--- config.mk ---
export PLATFORM = sky130hd
export DESIGN_NAME = meter_telegram_line_parser
export DESIGN_NICKNAME = d
export VERILOG_FILES = /design/src/hdl/mtlp_pkg.sv /design/src/hdl/mtlp_front.sv /design/src/hdl/mtlp_queue.sv /design/src/hdl/mtlp_back.sv /design/src/hdl/meter_telegram_line_parser.sv
export SDC_FILE = /design/constraint.sdc
export NUM_CORES = 2
export LEC_CHECK = 0
export BUFFER_PORTS_ARGS = -buffer_cell sky130_fd_sc_hd__buf_2
export CORE_UTILIZATION = 60
export CTS_CLUSTER_DIAMETER = 30
export DETAILED_ROUTE_END_ITERATION = 10
export HOLD_SLACK_MARGIN = 0.15
export PLACE_DENSITY = 0.75
export SETUP_SLACK_MARGIN = 0.02
export SYNTH_ARGS = -nofsm -noshare
export SYNTH_HDL_FRONTEND = slang
export SYNTH_SLANG_ARGS = --single-unit
--- constraint.sdc ---
create_clock -name clk -period 11.84 [get_ports clk]
set_clock_uncertainty 0.15 [all_clocks]
set_input_delay 2.368 -clock clk [delete_from_list [all_inputs] [get_ports clk]]
set_output_delay 2.368 -clock clk [all_outputs]
set_load 0.01 [all_outputs]
--- src/hdl/mtlp_pkg.sv ---
// ----------------------------------------------------------------------------
// mtlp_pkg
// Shared types, constants and prefix tables of the meter telegram line parser.
// ----------------------------------------------------------------------------
package mtlp_pkg;

  // Line buffer limit: bytes past LINE_BYTES-1 in one line are dropped.
  localparam int LINE_BYTES = 512;
  localparam int POS_W      = $clog2(LINE_BYTES);
  localparam logic [POS_W-1:0] LINE_LIMIT = POS_W'(LINE_BYTES - 1);

  localparam int READING_COUNT = 17;
  localparam int GAS_READING   = 16;
  localparam int PREFIX_CHARS  = 11;

  localparam int QUEUE_DEPTH = 4;
  localparam int QPTR_W      = $clog2(QUEUE_DEPTH);
  localparam int QCNT_W      = $clog2(QUEUE_DEPTH + 1);

  localparam logic [47:0] MAG_CAP = 48'h8000_0000_0000;
  localparam logic [47:0] MAX_POS = 48'h7FFF_FFFF_FFFF;

  localparam logic [7:0] CH_NEWLINE = 8'h0A;
  localparam logic [7:0] CH_NUL     = 8'h00;
  localparam logic [7:0] CH_SPACE   = 8'h20;
  localparam logic [7:0] CH_TAB     = 8'h09;
  localparam logic [7:0] CH_CR      = 8'h0D;
  localparam logic [7:0] CH_OPEN    = 8'h28;
  localparam logic [7:0] CH_CLOSE   = 8'h29;
  localparam logic [7:0] CH_PLUS    = 8'h2B;
  localparam logic [7:0] CH_MINUS   = 8'h2D;
  localparam logic [7:0] CH_POINT   = 8'h2E;
  localparam logic [7:0] CH_ZERO    = 8'h30;
  localparam logic [7:0] CH_NINE    = 8'h39;

  // Ten-character prefixes carry a pad byte that the length table masks off.
  localparam logic [8*PREFIX_CHARS-1:0] PREFIX_TEXT [READING_COUNT] = '{
    "1-0:1.7.0( ",  "1-0:2.7.0( ",  "1-0:21.7.0(", "1-0:22.7.0(",
    "1-0:41.7.0(",  "1-0:42.7.0(",  "1-0:61.7.0(", "1-0:62.7.0(",
    "1-0:32.7.0(",  "1-0:52.7.0(",  "1-0:72.7.0(",
    "1-0:31.7.0(",  "1-0:51.7.0(",  "1-0:71.7.0(",
    "1-0:1.8.0( ",  "1-0:2.8.0( ",  "0-1:24.2.1("
  };

  localparam logic [3:0] PREFIX_LEN [READING_COUNT] = '{
    4'd10, 4'd10, 4'd11, 4'd11, 4'd11, 4'd11, 4'd11, 4'd11,
    4'd11, 4'd11, 4'd11, 4'd11, 4'd11, 4'd11, 4'd10, 4'd10, 4'd11
  };

  typedef enum logic [3:0] {
    K_NEWLINE,
    K_ZERO,
    K_DIGIT,
    K_POINT,
    K_PLUS,
    K_MINUS,
    K_OPEN,
    K_CLOSE,
    K_BLANK,
    K_OTHER
  } kind_t;

  typedef enum logic [2:0] {
    PH_MATCH,
    PH_STAMP_FIRST,
    PH_STAMP_REST,
    PH_OPEN,
    PH_BLANKS,
    PH_INT,
    PH_FRAC,
    PH_END
  } phase_t;

  // One classified byte as handed from the front to the back.
  typedef struct packed {
    kind_t                    kind;
    logic [3:0]               digit;
    logic [READING_COUNT-1:0] hit;
    logic [READING_COUNT-1:0] fin;
  } item_t;

  function automatic logic [7:0] prefix_char(input logic [8*PREFIX_CHARS-1:0] text,
                                             input logic [3:0] pos);
    logic [7:0] c;
    c = 8'h00;
    for (int p = 0; p < PREFIX_CHARS; p++) begin
      if (pos == 4'(p)) begin
        c = text[8*(PREFIX_CHARS-1-p) +: 8];
      end
    end
    return c;
  endfunction

endpackage

--- src/hdl/mtlp_front.sv ---
// ----------------------------------------------------------------------------
// mtlp_front
// Counts line position, drops overlong bytes and classifies each byte,
// including its agreement with every reading prefix at the current position.
// ----------------------------------------------------------------------------
module mtlp_front (
  input  logic           clk,
  input  logic           rst_n,
  input  logic           accept,
  input  logic [7:0]     rx_byte,
  output logic           push,
  output mtlp_pkg::item_t item
);

  logic [mtlp_pkg::POS_W-1:0] pos_r;
  logic [mtlp_pkg::POS_W-1:0] pos_nxt;
  logic                       is_newline;
  logic                       keep_byte;
  logic [3:0]                 pos_small;

  assign is_newline = (rx_byte == mtlp_pkg::CH_NEWLINE);
  assign keep_byte  = (pos_r < mtlp_pkg::LINE_LIMIT);
  assign push       = accept && (is_newline || keep_byte);

  // Prefix matching only looks at the first few positions of a line.
  assign pos_small = (pos_r < mtlp_pkg::POS_W'(mtlp_pkg::PREFIX_CHARS)) ?
                     pos_r[3:0] : 4'hF;

  always_comb begin
    pos_nxt = pos_r;
    if (accept) begin
      if (is_newline) begin
        pos_nxt = '0;
      end else if (keep_byte) begin
        pos_nxt = pos_r + 1'b1;
      end
    end
  end

  always_ff @(posedge clk) begin
    if (!rst_n) begin
      pos_r <= '0;
    end else begin
      pos_r <= pos_nxt;
    end
  end

  always_comb begin
    item.digit = 4'(rx_byte - mtlp_pkg::CH_ZERO);
    priority if (is_newline) begin
      item.kind = mtlp_pkg::K_NEWLINE;
    end else if (rx_byte == mtlp_pkg::CH_NUL) begin
      item.kind = mtlp_pkg::K_ZERO;
    end else if (rx_byte >= mtlp_pkg::CH_ZERO && rx_byte <= mtlp_pkg::CH_NINE) begin
      item.kind = mtlp_pkg::K_DIGIT;
    end else if (rx_byte == mtlp_pkg::CH_POINT) begin
      item.kind = mtlp_pkg::K_POINT;
    end else if (rx_byte == mtlp_pkg::CH_PLUS) begin
      item.kind = mtlp_pkg::K_PLUS;
    end else if (rx_byte == mtlp_pkg::CH_MINUS) begin
      item.kind = mtlp_pkg::K_MINUS;
    end else if (rx_byte == mtlp_pkg::CH_OPEN) begin
      item.kind = mtlp_pkg::K_OPEN;
    end else if (rx_byte == mtlp_pkg::CH_CLOSE) begin
      item.kind = mtlp_pkg::K_CLOSE;
    end else if (rx_byte == mtlp_pkg::CH_SPACE ||
                 (rx_byte >= mtlp_pkg::CH_TAB && rx_byte <= mtlp_pkg::CH_CR)) begin
      item.kind = mtlp_pkg::K_BLANK;
    end else begin
      item.kind = mtlp_pkg::K_OTHER;
    end
    for (int k = 0; k < mtlp_pkg::READING_COUNT; k++) begin
      item.hit[k] = (pos_small < mtlp_pkg::PREFIX_LEN[k]) &&
                    (rx_byte == mtlp_pkg::prefix_char(mtlp_pkg::PREFIX_TEXT[k], pos_small));
      item.fin[k] = item.hit[k] && (pos_small == mtlp_pkg::PREFIX_LEN[k] - 4'd1);
    end
  end

endmodule

--- src/hdl/mtlp_queue.sv ---
// ----------------------------------------------------------------------------
// mtlp_queue
// Small first-in first-out queue of classified bytes between front and back.
// ----------------------------------------------------------------------------
module mtlp_queue (
  input  logic            clk,
  input  logic            rst_n,
  input  logic            push,
  input  mtlp_pkg::item_t push_item,
  input  logic            pop,
  output logic            full,
  output logic            not_empty,
  output mtlp_pkg::item_t head
);

  mtlp_pkg::item_t                    mem_r [mtlp_pkg::QUEUE_DEPTH];
  logic [mtlp_pkg::QPTR_W-1:0]        wr_ptr_r;
  logic [mtlp_pkg::QPTR_W-1:0]        rd_ptr_r;
  logic [mtlp_pkg::QCNT_W-1:0]        count_r;
  logic [mtlp_pkg::QCNT_W-1:0]        count_nxt;

  assign full      = (count_r == mtlp_pkg::QCNT_W'(mtlp_pkg::QUEUE_DEPTH));
  assign not_empty = (count_r != '0);
  assign head      = mem_r[rd_ptr_r];

  always_comb begin
    count_nxt = count_r;
    if (push && !pop) begin
      count_nxt = count_r + 1'b1;
    end else if (pop && !push) begin
      count_nxt = count_r - 1'b1;
    end
  end

  always_ff @(posedge clk) begin
    if (push) begin
      mem_r[wr_ptr_r] <= push_item;
    end
  end

  always_ff @(posedge clk) begin
    if (!rst_n) begin
      wr_ptr_r <= '0;
      rd_ptr_r <= '0;
      count_r  <= '0;
    end else begin
      if (push) begin
        wr_ptr_r <= wr_ptr_r + 1'b1;
      end
      if (pop) begin
        rd_ptr_r <= rd_ptr_r + 1'b1;
      end
      count_r <= count_nxt;
    end
  end

endmodule

--- src/hdl/mtlp_back.sv ---
// ----------------------------------------------------------------------------
// mtlp_back
// Line parse state machine, decimal accumulator and the two-stage scaling
// path that turns a finished line into a reading.
// ----------------------------------------------------------------------------
module mtlp_back (
  input  logic               clk,
  input  logic               rst_n,
  input  logic               q_valid,
  input  mtlp_pkg::item_t    q_item,
  output logic               q_pop,
  output logic               out_valid,
  input  logic               out_stall,
  output logic [4:0]         out_metric_id,
  output logic signed [47:0] out_value_milli
);

  localparam int RC = mtlp_pkg::READING_COUNT;

  mtlp_pkg::phase_t phase_r, phase_nxt;
  logic [RC-1:0]    alive_r, alive_nxt;
  logic [47:0]      acc_r, acc_nxt;
  logic [1:0]       frac_r, frac_nxt;
  logic             neg_r, neg_nxt;
  logic             seen_r, seen_nxt;
  logic [4:0]       matched_r, matched_nxt;

  logic [RC-1:0]    keep;
  logic             done;
  logic [4:0]       done_idx;
  logic             is_gas;
  logic [51:0]      acc_step_wide;
  logic [47:0]      acc_step;
  logic             res_load;

  logic             p1_valid_r;
  logic [4:0]       p1_metric_r;
  logic             p1_neg_r;
  logic [57:0]      p1_prod_r;
  logic [9:0]       scale;
  logic             out_load;
  logic             p1_free;
  logic [47:0]      mag;
  logic [47:0]      val;

  logic             out_valid_r;
  logic [4:0]       out_metric_r;
  logic [47:0]      out_value_r;

  assign out_load = p1_valid_r && (!out_valid_r || !out_stall);
  assign p1_free  = !p1_valid_r || out_load;
  assign q_pop    = q_valid && p1_free;

  // Prefix survivors and the first completed prefix; the highest index wins.
  always_comb begin
    keep     = alive_r & q_item.hit;
    done     = 1'b0;
    done_idx = '0;
    for (int k = 0; k < RC; k++) begin
      if (keep[k] && q_item.fin[k]) begin
        done     = 1'b1;
        done_idx = 5'(k);
      end
    end
  end

  assign is_gas = (done_idx == 5'(mtlp_pkg::GAS_READING));

  // Magnitude times ten plus digit, held at the cap.
  assign acc_step_wide = {acc_r, 3'b000} + {2'b00, acc_r, 1'b0} + {48'd0, q_item.digit};
  assign acc_step      = (acc_step_wide > {4'd0, mtlp_pkg::MAG_CAP}) ?
                         mtlp_pkg::MAG_CAP : acc_step_wide[47:0];

  // Next phase.
  always_comb begin
    phase_nxt = phase_r;
    if (q_pop) begin
      if (q_item.kind == mtlp_pkg::K_NEWLINE) begin
        phase_nxt = mtlp_pkg::PH_MATCH;
      end else begin
        unique case (phase_r)
          mtlp_pkg::PH_MATCH: begin
            if (done) begin
              phase_nxt = is_gas ? mtlp_pkg::PH_STAMP_FIRST : mtlp_pkg::PH_BLANKS;
            end else if (keep == '0) begin
              phase_nxt = mtlp_pkg::PH_END;
            end
          end
          mtlp_pkg::PH_STAMP_FIRST: begin
            phase_nxt = (q_item.kind == mtlp_pkg::K_CLOSE ||
                         q_item.kind == mtlp_pkg::K_ZERO) ?
                        mtlp_pkg::PH_END : mtlp_pkg::PH_STAMP_REST;
          end
          mtlp_pkg::PH_STAMP_REST: begin
            if (q_item.kind == mtlp_pkg::K_CLOSE) begin
              phase_nxt = mtlp_pkg::PH_OPEN;
            end else if (q_item.kind == mtlp_pkg::K_ZERO) begin
              phase_nxt = mtlp_pkg::PH_END;
            end
          end
          mtlp_pkg::PH_OPEN: begin
            phase_nxt = (q_item.kind == mtlp_pkg::K_OPEN) ?
                        mtlp_pkg::PH_BLANKS : mtlp_pkg::PH_END;
          end
          mtlp_pkg::PH_BLANKS: begin
            unique case (q_item.kind)
              mtlp_pkg::K_BLANK: phase_nxt = mtlp_pkg::PH_BLANKS;
              mtlp_pkg::K_PLUS,
              mtlp_pkg::K_MINUS,
              mtlp_pkg::K_DIGIT: phase_nxt = mtlp_pkg::PH_INT;
              mtlp_pkg::K_POINT: phase_nxt = mtlp_pkg::PH_FRAC;
              default:           phase_nxt = mtlp_pkg::PH_END;
            endcase
          end
          mtlp_pkg::PH_INT: begin
            unique case (q_item.kind)
              mtlp_pkg::K_DIGIT: phase_nxt = mtlp_pkg::PH_INT;
              mtlp_pkg::K_POINT: phase_nxt = mtlp_pkg::PH_FRAC;
              default:           phase_nxt = mtlp_pkg::PH_END;
            endcase
          end
          mtlp_pkg::PH_FRAC: begin
            if (q_item.kind != mtlp_pkg::K_DIGIT) begin
              phase_nxt = mtlp_pkg::PH_END;
            end
          end
          mtlp_pkg::PH_END: phase_nxt = mtlp_pkg::PH_END;
          default:          phase_nxt = mtlp_pkg::PH_END;
        endcase
      end
    end
  end

  // Line datapath.
  always_comb begin
    alive_nxt   = alive_r;
    acc_nxt     = acc_r;
    frac_nxt    = frac_r;
    neg_nxt     = neg_r;
    seen_nxt    = seen_r;
    matched_nxt = matched_r;
    res_load    = 1'b0;
    if (q_pop) begin
      if (q_item.kind == mtlp_pkg::K_NEWLINE) begin
        res_load    = seen_r;
        alive_nxt   = '1;
        acc_nxt     = '0;
        frac_nxt    = '0;
        neg_nxt     = 1'b0;
        seen_nxt    = 1'b0;
        matched_nxt = '0;
      end else begin
        unique case (phase_r)
          mtlp_pkg::PH_MATCH: begin
            alive_nxt = keep;
            if (done) begin
              matched_nxt = done_idx;
            end
          end
          mtlp_pkg::PH_BLANKS: begin
            if (q_item.kind == mtlp_pkg::K_MINUS) begin
              neg_nxt = 1'b1;
            end else if (q_item.kind == mtlp_pkg::K_DIGIT) begin
              acc_nxt  = acc_step;
              seen_nxt = 1'b1;
            end
          end
          mtlp_pkg::PH_INT: begin
            if (q_item.kind == mtlp_pkg::K_DIGIT) begin
              acc_nxt  = acc_step;
              seen_nxt = 1'b1;
            end
          end
          mtlp_pkg::PH_FRAC: begin
            // Digits past the third fraction digit are read but not kept.
            if (q_item.kind == mtlp_pkg::K_DIGIT) begin
              seen_nxt = 1'b1;
              if (frac_r != 2'd3) begin
                acc_nxt  = acc_step;
                frac_nxt = frac_r + 2'd1;
              end
            end
          end
          default: begin
          end
        endcase
      end
    end
  end

  always_ff @(posedge clk) begin
    if (!rst_n) begin
      phase_r   <= mtlp_pkg::PH_MATCH;
      alive_r   <= '1;
      acc_r     <= '0;
      frac_r    <= '0;
      neg_r     <= 1'b0;
      seen_r    <= 1'b0;
      matched_r <= '0;
    end else begin
      phase_r   <= phase_nxt;
      alive_r   <= alive_nxt;
      acc_r     <= acc_nxt;
      frac_r    <= frac_nxt;
      neg_r     <= neg_nxt;
      seen_r    <= seen_nxt;
      matched_r <= matched_nxt;
    end
  end

  // Missing fraction digits are made up by one multiply by a power of ten.
  always_comb begin
    unique case (frac_r)
      2'd0: scale = 10'd1000;
      2'd1: scale = 10'd100;
      2'd2: scale = 10'd10;
      2'd3: scale = 10'd1;
      default: scale = 10'd1;
    endcase
  end

  always_ff @(posedge clk) begin
    if (!rst_n) begin
      p1_valid_r <= 1'b0;
    end else if (res_load) begin
      p1_valid_r <= 1'b1;
    end else if (out_load) begin
      p1_valid_r <= 1'b0;
    end
  end

  always_ff @(posedge clk) begin
    if (res_load) begin
      p1_metric_r <= matched_r;
      p1_neg_r    <= neg_r;
      p1_prod_r   <= {10'd0, acc_r} * {48'd0, scale};
    end
  end

  assign mag = (p1_prod_r > {10'd0, mtlp_pkg::MAG_CAP}) ? mtlp_pkg::MAG_CAP : p1_prod_r[47:0];
  assign val = p1_neg_r ? (48'd0 - mag) :
               ((mag > mtlp_pkg::MAX_POS) ? mtlp_pkg::MAX_POS : mag);

  always_ff @(posedge clk) begin
    if (!rst_n) begin
      out_valid_r <= 1'b0;
    end else if (out_load) begin
      out_valid_r <= 1'b1;
    end else if (!out_stall) begin
      out_valid_r <= 1'b0;
    end
  end

  always_ff @(posedge clk) begin
    if (out_load) begin
      out_metric_r <= p1_metric_r;
      out_value_r  <= val;
    end
  end

  assign out_valid       = out_valid_r;
  assign out_metric_id   = out_metric_r;
  assign out_value_milli = $signed(out_value_r);

endmodule

--- src/hdl/meter_telegram_line_parser.sv ---
// ----------------------------------------------------------------------------
// meter_telegram_line_parser
// Smart-meter telegram line parser: one reading per recognized line.
// ----------------------------------------------------------------------------
// The block takes one telegram byte per cycle while in_stall is low and
// reports, at each newline that closes a recognized reading line with at
// least one digit, the reading number and its value in thousandths of the
// unit (watts for kW lines). A front stage classifies each byte and checks
// it against all prefixes at the current line position, a four-entry queue
// follows, and a back stage runs the parse and a two-stage scale and
// saturate path. Throughput is one byte per cycle while results are taken;
// with an empty queue a reading is offered once its newline has passed
// through the queue and the multiply stage, which loads the output register.
module meter_telegram_line_parser (
  input  logic               clk,
  input  logic               rst_n,
  input  logic               in_valid,
  output logic               in_stall,
  input  logic [7:0]         in_rx_byte,
  output logic               out_valid,
  input  logic               out_stall,
  output logic [4:0]         out_metric_id,
  output logic signed [47:0] out_value_milli
);

  logic            in_accept;
  logic            q_push;
  mtlp_pkg::item_t q_push_item;
  logic            q_pop;
  logic            q_full;
  logic            q_valid;
  mtlp_pkg::item_t q_head;

  assign in_stall  = q_full;
  assign in_accept = in_valid && !in_stall;

  mtlp_front u_front (
    .clk     (clk),
    .rst_n   (rst_n),
    .accept  (in_accept),
    .rx_byte (in_rx_byte),
    .push    (q_push),
    .item    (q_push_item)
  );

  mtlp_queue u_queue (
    .clk       (clk),
    .rst_n     (rst_n),
    .push      (q_push),
    .push_item (q_push_item),
    .pop       (q_pop),
    .full      (q_full),
    .not_empty (q_valid),
    .head      (q_head)
  );

  mtlp_back u_back (
    .clk             (clk),
    .rst_n           (rst_n),
    .q_valid         (q_valid),
    .q_item          (q_head),
    .q_pop           (q_pop),
    .out_valid       (out_valid),
    .out_stall       (out_stall),
    .out_metric_id   (out_metric_id),
    .out_value_milli (out_value_milli)
  );

  a_metric_range: assert property (@(posedge clk) disable iff (!rst_n)
    out_valid |-> (out_metric_id <= 5'd16))
    else $error("reading number out of range");

  a_pop_needs_data: assert property (@(posedge clk) disable iff (!rst_n)
    q_pop |-> q_valid)
    else $error("queue popped while empty");

  a_push_fills: assert property (@(posedge clk) disable iff (!rst_n)
    q_push |=> q_valid)
    else $error("queue empty after a push");

  a_no_push_when_full: assert property (@(posedge clk) disable iff (!rst_n)
    q_full |-> !q_push)
    else $error("queue written while full");

endmodule
======== Yosys cells after proc, flatten, opt, wreduce, memory -nomap -nowiden ========
Memories as Yosys holds them, arrays and structs flattened. A register that Yosys moved wholly into a read port is not among the register bits.
Index checks and enable logic that the tools add are counted.
W data, S select, Z words.
storage, ports and cells
  register bits after elaboration ......... 212
  RAM bits ................................ 168
  input bits .............................. 12
  memories kept ........................... 1
memory list
  name           words  bits a word  rd ports  clocked after Yosys merged registers in  write ports  line              RTL
  u_queue.mem_r  4      42           1         1                                        1            mtlp_queue.sv:16  mtlp_pkg::item_t mem_r [mtlp_pkg::QUEUE_DEPTH];
operators by class
  add/subtract/negate cells ............... 10
  multiply operators ...................... 1
  magnitude comparators ................... 11
  eq/ne operators ......................... 63
  mux-type cells .......................... 212
  bitwise gates (word level) .............. 1
  reduce and logical (&&, ||, !) cells .... 99
operators with widths
  cell                     number
  $mux W8                  94
  $mux W48                 9
  $pmux W48 S3             1
  $mux W6                  22
  $eq A8 B8 Y1             15
  $mux W4                  17
  $logic_and A1 B1 Y1      59
  $gt A58 B48 Y1 const B   1
  $mul A48 B10 Y58         1
  $add A51 B49 Y52         1
  $add A52 B4 Y52          1
  $gt A52 B48 Y1 const B   1
  $eq A8 B6 Y1 const B     6
  $gt A48 B47 Y1 const B   1
  $sub A1 B48 Y48 const A  1
  $mux W3                  14
  $pmux W10 S4             1
  $mux W17                 2
  $mux W1                  33
  $eq A4 B3 Y1 const B     8
  $pmux W3 S8              1
  $mux W5                  4
  $reduce_bool A2 Y1       10
  $mux W2                  9
  49 further kinds         85

======== Longest topological paths before layout ========
  depth after elaboration ................. 23
  mapped depth ............................ 27
  depth with buffers taken out ............ 25

======== Cells and area by module ========
A second synthesis with hierarchy kept.
unflattened totals
  cell total of the unflattened synthesis .. 3,414
  area total of the unflattened synthesis .. 34,002.6 µm²
by module, submodules not included
  module                      times used  cells each  area an instance (µm²)  seq. area each (µm²)
  mtlp_back                   1           2,815       25,211.7                5,094.9
  mtlp_queue                  1           263         6,560.0                 5,225.0
  mtlp_front                  1           335         2,217.1                 180.2
  meter_telegram_line_parser  1           1           13.8                    0.0

======== Least setup slack after synthesis ========
No wires, ideal clock.
  kind .................................... register -> register
  from .................................... register u_back.frac_r[1]
  to ...................................... register u_back.p1_prod_r[57], data pin
  library setup time ...................... 0.259 ns
  data arrival time ....................... 6.965 ns
  required time ........................... 11.431 ns
  slack ................................... 4.467 ns
  cell stages (with the launch flop) ...... 27
  path buffers ............................ 4
  path through ............................ dfxtp_1 > clkbuf_1 > inv_1 > ha_1 > or2_2 > clkbuf_1 > clkbuf_1 > nand2_1 > fa_1 > inv_1 > fa_1 > fa_1 > fa_1 > inv_1 > fa_1 > inv_1 > ha_1 > clkbuf_1 > nand4_1 > nor3_1 > nand3_1 > o32ai_1 > o2111ai_1 > nor3b_1 > o41ai_1 > a21oi_1 > a211o_1
between the ends
  cells in the longest elaborated chain, start to end .. 3
RTL lines
  item                                        line              RTL
  from (decl)                                 mtlp_back.sv:23   logic [1:0] frac_r, frac_nxt;
  from (signal assigned)                      mtlp_back.sv:204  frac_r <= frac_nxt;
  $eq A2 B2 Y1, or another cell as far along  mtlp_back.sv:213  unique case (frac_r)
  $pmux W10 S4 *                              mtlp_back.sv:213
  $mul A48 B10 Y58 *                          mtlp_back.sv:236  p1_prod_r <= {10'd0, acc_r} * {48'd0, scale};
  to (signal assigned)                        mtlp_back.sv:236
  to (decl)                                   mtlp_back.sv:39   logic [57:0] p1_prod_r;
Mark *: on every way between the ends. The rest lies on a longest branch, timed or not. The select of a mux whose other input is x is not followed.
A chain may end at the register's enable or synchronous reset.

======== Worst setup path after layout ========
Ends and elaborated chain as after synthesis.

==> impl_metrics.py <==
metrics = {
    "timing": {
        "min_period_over_period_pct": 75.2,
        "fmax_mhz": 112,
        "rsz0062_at_grt": "false",
        "worst_slew_margin_rel_pct": 23.7,
        "hold_viol": 0,
        "fin_setup_tns_ns": 0,
        "tightest_slew_ns": 1.14,
        "setup_violations": 0,
        "drv_slew": 0,
        "min_period_ns": 8.90,
    },
    "run_status": {
        "status": "completed",
    },
    "detailed_routing": {
        "vias": 26100,
        "wirelength_um": 83800,
        "dr.pass1.iters": 6,
        "viasPerCell": 6.10,
        "avgRoutedWirePerCell_um": 19.6,
        "drc": 0,
        "antenna_left": 0,
        "drt_iter0_drc": 1978,
    },
    "global_route": {
        "grt_use_total_pct": 29.9,
        "grt_pass1_wl_um": 136000,
        "grt_pass1_vias": 26700,
        "grt_overflow": 0,
        "grt_max_degree": 68,
        "antenna_found_initial": 0,
    },
    "setup_path": {
        "max_stage_delay_ns": 0.95,
        "end_kind": "flip-flop",
        "cpMaxStageDelayCell": "o41ai_1",
        "path_buf_inv": 4,
        "required_ns": 12.02,
        "cp_top_family": "adder cells",
        "arrival_ns": 9.09,
        "crit_top_cell": "fa_1",
        "path_class": "reg -> reg",
        "cp_max_fo": 67,
        "cp_cell_sequence": "ha_2 > buf_4 > or2_2 > nand2_1 > fa_1 > inv_1 > fa_1 > fa_1 > fa_1 > inv_1 > fa_1 > inv_1 > ha_1 > nand4_1 > nor3_1 > nand3_1 > o32ai_1 > o2111ai_1 > nor3b_1 > o41ai_1 > a21oi_1 > a211o_1",
        "start_kind": "flip-flop",
    },
    "clock_network": {
        "numCtsBuffers": 76,
        "cts_tree": "done",
        "cts_root_buf": "clkbuf_16",
        "cts_max_path_buffers": 3,
        "post_cts_buffers": 0,
        "clkSinkCount": 382,
        "clkSlewWorstSetupHoldPaths_ns": 0.06,
        "ctsResizeCount": 0,
        "clk_latency_ns": 0.63,
        "htreeDepth": 3,
        "postCtsHoldBufs": 0,
    },
    "cells_and_area": {
        "synthToLayoutAreaGrowth_pct": 10.2,
        "finalNetCount": 4022,
        "final_common_cell": "nand2_1",
        "seq_area_um2": 10500,
        "drive_gt1_share_pct": 8.50,
        "antennaDiodeCount": 0,
        "multiInputGateArea_um2": 21200,
        "layout_common_cells": "nand2_1 (465), inv_1 (365), fa_1 (292), edfxtp_1 (285), ha_1 (248)",
        "fill_cells": 4228,
        "fin_cells": 4279,
    },
    "placement": {
        "placed_cells": 4138,
        "globalplace.congestion": 0.910,
        "portBuffers": 66,
        "dpl.hpwl_um": 61500,
    },
    "die": {
        "ioPinCount": 67,
        "die_w_um": 239,
        "initial_utilization_pct": 61.0,
        "die_h_um": 239,
        "core_area_um2": 55300,
        "dieArea_um2": 57200,
        "fp-row-count": 86,
    },
    "power_and_ir_drop": {
        "power.density_nw_per_um2": 120,
        "ir_drop_uv": 161,
        "leakagePower_nw": 17.6,
        "total_power_w": 0.00446,
    },
    "yosys": {
        "synthesis.area_um2": 33700,
        "syn-num-nets": 4028,
        "synthArstFlopShare_pct": 0,
        "synth_edf_count": 285,
        "yosysWarnings": 0,
        "synth_cells": 3474,
        "synth_cell_types": 87,
        "synth_seq_cells": 382,
        "synth_area_per_cell_um2": 9.71,
        "yosysSeqAreaShare_pct": 31.1,
        "synthFlopType": "edfxtp_1",
    },
    "min_path": {
        "hp-class": "reg -> reg",
    },
    "run": {
        "cap_violations": 0,
    },
}
synthesized netlist by cell type (61+ instances only):
cell type	n	area [µm²]
inv_1	366	1370
clkbuf_1	145	544
a21o_1	62	465
ha_1	250	3130
dfxtp_1	97	1940
a21oi_1	190	951
nor2b_1	62	388
xnor2_1	85	744
o21ai_0	190	951
xor2_1	94	823
nor2_1	170	638
nand3_1	61	305
edfxtp_1	285	8560
fa_1	292	5850
nand2_1	465	1750
worst paths after layout:
kind,start,depth (start not counted),slack [ns],endpoint
worst min register to register,u_back.matched_r[1],0,0.29,u_back.p1_metric_r[1]
worst max register to register,u_back.frac_r[1],22,2.94,u_back.p1_prod_r[57]
worst max-delay path,u_back.frac_r[1],22,2.94,u_back.p1_prod_r[57]
worst min-delay path,u_back.matched_r[1],0,0.29,u_back.p1_metric_r[1]
registers in the layout, indices dropped and copies added, names as in the netlist, 3 cells and up, named ones only:
| signal | count |
|---|---|
| u_queue.count_r | 3 |
| u_back.p1_prod_r | 58 |
| u_back.out_value_milli | 48 |
| u_queue.mem_r | 168 |
| u_back.acc_r | 48 |
| u_back.phase_r | 3 |
| u_front.pos_r | 9 |
| u_back.matched_r | 5 |
| u_back.out_metric_id | 5 |
| u_back.alive_r | 17 |
| u_back.p1_metric_r | 5 |
layout make-up:
type                    instances  share of cell area, %
clock buffers                  96                   5.56
flip-flops and latches        382                   28.3
inverters                     368                   3.72
clock inverters                45                   1.62
well taps                     748                   2.52
repair buffers                 91                   1.39
multi-input cells            2549                   56.9
power by group:
part	internal, W	switching (W)
clock network	0.00139	0.000762
registers	0.00153	0.0000620
logic	0.000274	0.000440
cell families (layout without fill, tap and decap cells):
family	after synthesis	in the layout	share of synthesized area [%]
flops	382	382	31.1
fa+ha+maj	549	549	26.8
mux	52	52	3.11
compound gates	707	707	13.3
buf+inv	543	600	6.17
xor+xnor	179	179	4.65
simple gates	1062	1062	14.8
metrics by stage:
stage | setup WS [ns] | utilization, % | hold WS [ns] | area [µm²]
final | 2.94 | 67.2 | 0.287 | 37200
after global routing | 2.37 | 67.2 | 0.289 | 37200
after CTS | 3.03 | 67.2 | 0.283 | 37200
after detailed placement | 3.05 | 62.4 | 0.269 | 34500
after global placement | 3.33 | 62.4 | 0.267 | 34500
after floorplan | 4.47 | - | 0.250 | 33700
layer usage:
metal / GRT usage, % / wire length [µm]
met5: 0 / 0
met4: 15.6 / 4330
met3: 4.33 / 4910
met2: 51.2 / 41400
met1: 36.7 / 33200
No activity file was read; power rests on OpenSTA's default activity.
